--- config.mk ---
export PLATFORM = sky130hd
export DESIGN_NAME = cau_div_cell
export DESIGN_NICKNAME = d
export VERILOG_FILES = /design/src/cau_div_cell.sv
export SDC_FILE = /design/constraint.sdc
export NUM_CORES = 1
export LEC_CHECK = 0
export BUFFER_PORTS_ARGS = -buffer_cell sky130_fd_sc_hd__buf_2
export CELL_PAD_IN_SITES_DETAIL_PLACEMENT = 0
export CELL_PAD_IN_SITES_GLOBAL_PLACEMENT = 1
export CORE_MARGIN = 10
export CORE_UTILIZATION = 38
export DETAILED_ROUTE_END_ITERATION = 16
export GPL_TIMING_DRIVEN = 0
export PLACE_DENSITY = 0.91
export SYNTH_ARGS = -nofsm -noshare
export SYNTH_HDL_FRONTEND = slang
export SYNTH_SLANG_ARGS = --single-unit
--- constraint.sdc ---
create_clock -name i_clk -period 4.5 [get_ports i_clk]
set_clock_uncertainty 0.15 [all_clocks]
set_input_delay 0.675 -clock i_clk [delete_from_list [all_inputs] [get_ports i_clk]]
set_output_delay 0.675 -clock i_clk [all_outputs]
set_load 0.01 [all_outputs]
--- src/cau_div_cell.sv ---
// One restoring-division step: shift in a numerator bit, compare, subtract.
// Depends on nothing; instantiated in a chain by complex_arithmetic_unit.
module cau_div_cell #(
    parameter int PW = 64,
    parameter int K  = 33
) (
    input  logic          i_clk,
    input  logic          i_en,
    input  logic [PW-1:0] i_r,
    input  logic [K-1:0]  i_n,
    input  logic [K-1:0]  i_q,
    input  logic [PW-1:0] i_den,
    output logic [PW-1:0] o_r,
    output logic [K-1:0]  o_n,
    output logic [K-1:0]  o_q,
    output logic [PW-1:0] o_den
);

    logic [PW:0] rs;
    logic [PW:0] diff;
    logic        ge;
    logic [PW-1:0] n_r;

    assign rs   = {i_r, i_n[K-1]};
    assign ge   = rs >= {1'b0, i_den};
    assign diff = rs - {1'b0, i_den};
    assign n_r  = ge ? diff[PW-1:0] : rs[PW-1:0];

    always_ff @(posedge i_clk) begin
        if (i_en) begin
            o_r   <= n_r;
            o_n   <= {i_n[K-2:0], 1'b0};
            o_q   <= {i_q[K-2:0], ge};
            o_den <= i_den;
        end
    end

endmodule

# Yosys cells after proc, flatten, opt, wreduce, memory -nomap -nowiden
# Cells that the tools add are included.
# word_totals
regBits	193
out_inout_bits	194
wordCells	7
# op_classes
add_sub_neg	1
magnitude_cmp	1
mux	1
# op_table
cell	count
$ge A65 B64 Y1	1
$mux W64	1
$sub A64 B64 Y64	1

# Longest topological paths before layout
# depth
depth_word	2
mapped_depth	14

# Worst setup path after synthesis
# No wires, ideal clock.
# synth_timing
path_type	input-to-reg
startpoint	input i_n[32]
endpoint	register o_r[52] (data pin)
setup_time_ns	0.260
arrival_time_ns	3.262
t_required_ns	4.090
slack_ns	0.828
path_stages	13
n_path_buf	0
cell_sequence	inv_1 > ha_1 > fa_1 > nand2b_1 > a21oi_1 > nor2_2 > o311ai_1 > a311o_1 > a31o_4 > a21o_4 > a31oi_4 > xnor2_1 > mux2_4
# synth_between
elab_chain_len	2
elab_cells_between_ends	3
classes_between	1 x add/sub; 1 x order compare; 1 x mux
# synth_rtl
item	line	source
from (decl)	10	input logic [K-1:0] i_n,
$sub A64 B64 Y64 or $ge A65 B64 Y1 (tied branches)	26, 25	
$mux W64 (*)	27	assign n_r = ge ? diff[PW-1:0] : rs[PW-1:0];
named net n_r[52]	22	logic [PW-1:0] n_r;
to (signal assigned)	31	o_r <= n_r;
to (decl)	13	output logic [PW-1:0] o_r,
# The timed path passes the listed nets; every way through them passes the cells marked *.
# A chain may end at the register's enable or synchronous reset.

# Final worst setup path
# layout_timing
startpoint	input i_den[1]
endpoint	register o_r[10] (data pin)
# layout_between
elab_chain_len	2
elab_cells_between_ends	3
classes_between	1 x add/sub; 1 x order compare; 1 x mux
# layout_rtl
item	line	source
from (decl)	12	input logic [PW-1:0] i_den,
$sub A64 B64 Y64 or $ge A65 B64 Y1 (tied branches)	26, 25	
$mux W64 (*)	27	
named net n_r[10]	22	
# Marks and branches as above.

==> reports/qor.yml <==
status: "finished clean"
grt_max_degree: 107
rows: 61
grt_pass1_wl_um: 51900
finalNonFillerCells: 1766
wl_per_cell_um: 19.3
grt.busiest_layer: "met2"
yosysUniqueCellTypes: 65
max_freq_ghz: 0.240
ys_ff_latch: 193
drc: 0
core_area_um2: 27800
worst_pin_slew_ns: 0.913
ys.flop_type: "edfxtp_1"
drtIter0Drc: 933
syn_avg_cell_area_um2: 11.1
worstHoldPathType: "in2reg"
io-pin-count: 390
nNetsFinal: 1632
ctsRootBufferMaster: "clkbuf_16"
drtPass1Iterations: 5
vias_per_cell: 5.06
p_leak_nw: 6.09
cp.required_ns: 4.53
syn_inst: 964
ant_nets: 0
cts-resized-gates: 0
synthArstFlopShare: 0
fin_util: 0.495
ys_warn_count: 0
fin_area_um2: 13700
die_x_um: 188
dp_cells: 1730
grtUsageTotal: 0.186
slew_headroom: 0.384
routabilityCongestion: 0.895
drive_gt1_frac: 0.345
power_density_nw_per_um2: 373
cts_setup_buffers: 0
ir_worst_vdd_mv: 0.232
cap_viol_max_count: 0
path_class: "in2reg"
tritoncts: "built"
cts_htree_levels: 4
clk_pin_slew_ns: 0.08
yosys.area.top_type_share: 0.543
finalHoldViolCount: 0
slew_viol_final: 0
cp_max_fo: 10
io_buffers: 387
antenna_found_initial: 5
die_area_um2: 35200
start_util: 0.384
grt_pass1_vias: 9072
cp_data_arrival_time_ns: 4.20
yosysSeqAreaShare: 0.543
dp_hpwl_um: 27700
met3_usage: 0.0492
numCtsBuffers: 17
synth-edff-count: 193
dpl_cell_area_um2: 13100
wirelength_um: 34000
fin_crit_sh: 0.927
vias: 8943
synth_area_um2: 10700
synth_top_cell_by_area: "edfxtp_1"
fin_crit_ns: 4.17
clock-sinks: 193
startpoint_type: "input pin"
setup-tns-final_ns: 0
syn-num-nets: 1225
netlist_top_cells_area: "edfxtp_1 54%, ha_1 7.5%, a21oi_1 5.7%"
power_w: 0.00512
gr-usage-met1: 0.223
setup_viol: 0
overflow: 0
use_met2: 0.323
clock_tree.buffer_depth: 2
die_y_um: 188
worst_setup_path_end_kind: "flop"
postCtsHoldBufs: 0
area_growth_pct: 28.7
rsz0062_at_grt: "false"
-- final timing paths --
kind                  startpoint  endpoint  slack (ns)  cells after the start
worst min-delay path      i_q[7]    o_q[8]        0.25                      1
worst max-delay path    i_den[1]   o_r[10]        0.33                     14
-- cells by family (layout without fill, tap and decap cells) --
logic type | count (synthesis) | after routing | share of synthesized area
buffers and inverters | 126 | 546 | 0.0491
AOI/OAI and AO/OA | 267 | 267 | 0.159
other | 1 | 5 | 0.000351
DFF | 193 | 193 | 0.543
and+or+nand+nor | 231 | 231 | 0.100
xor gates and xnor gates | 61 | 61 | 0.0500
adders and majority gates | 65 | 65 | 0.0769
muxes | 20 | 20 | 0.0214
-- per-layer routing --
layer,vias to the layer above,routed length [um]
met2,352,16900
met3,26,2760
met5,-,7
met4,2,539
li1,4358,-
met1,4205,13800
-- Yosys cell counts, types with 13 or more instances --
master    count
mux2_2       19
nand3_1      15
xor2_1       25
o21ai_0      38
nand2_1      56
buf_2        13
xnor2_1      36
nor2_1       83
a21oi_1     122
nand4_1      27
edfxtp_1    193
inv_1        81
ha_1         64
a21o_1       33
clkbuf_1     23
-- cell type report --
class | count | area (um2)
fill | 2639 | 14000
sequential | 193 | 5800
multi-input combinational | 645 | 4360
timing repair buffer | 388 | 1970
tap | 378 | 473
clock buffer | 18 | 429
inverter | 81 | 304
buffer | 45 | 220
clock inverter | 14 | 180
antenna | 4 | 10.0
-- cells in the final DEF, fill, tap and decap left out, types with 5 or more instances in the layout --
cell type / n
a21o_1: 33
a21oi_1: 122
and3_1: 5
buf_2: 399
buf_4: 5
clkbuf_1: 24
clkbuf_16: 17
edfxtp_1: 193
ha_1: 64
inv_1: 81
inv_8: 5
mux2_2: 19
nand2_1: 56
nand2b_1: 6
nand3_1: 15
nand4_1: 27
nor2_1: 83
nor2b_1: 7
nor3_1: 9
nor4_1: 8
o21ai_0: 38
o21bai_1: 11
o221ai_1: 5
or3_1: 6
xnor2_1: 36
xor2_1: 25
-- report_power, final --
group	switching [W]	total [W]	internal, W
registers	0.0000428	0.00226	0.00222
clock network	0.000805	0.00157	0.000765
logic	0.000772	0.00129	0.000516
total	0.00162	0.00512	0.00350
-- critical path: stages --
cell       delay (ns)
buf_2            0.11
inv_1            0.05
ha_1             0.27
nor2b_1          0.16
o2111a_1         0.23
o21ai_1          0.17
o311ai_2         0.51
o2111ai_1        0.35
a21oi_1          0.32
o21ai_1          0.19
a21oi_4          0.41
buf_4            0.31
buf_2            0.29
a21oi_1          0.14
-- per-stage QoR --
step	hold WS (ns)	setup slack [ns]
global placement	0.701	-0.197
global route	0.235	0.0349
CTS	0.239	0.269
finish	0.253	0.331
detailed placement	0.703	-0.189
floorplan	0.624	0.828
-- state kept, by name (all words and copies together), names as in the netlist --
signal  flops
o_den      64
o_n        32
o_q        33
o_r        64
Note: power is estimated with default switching activity, not from simulation.
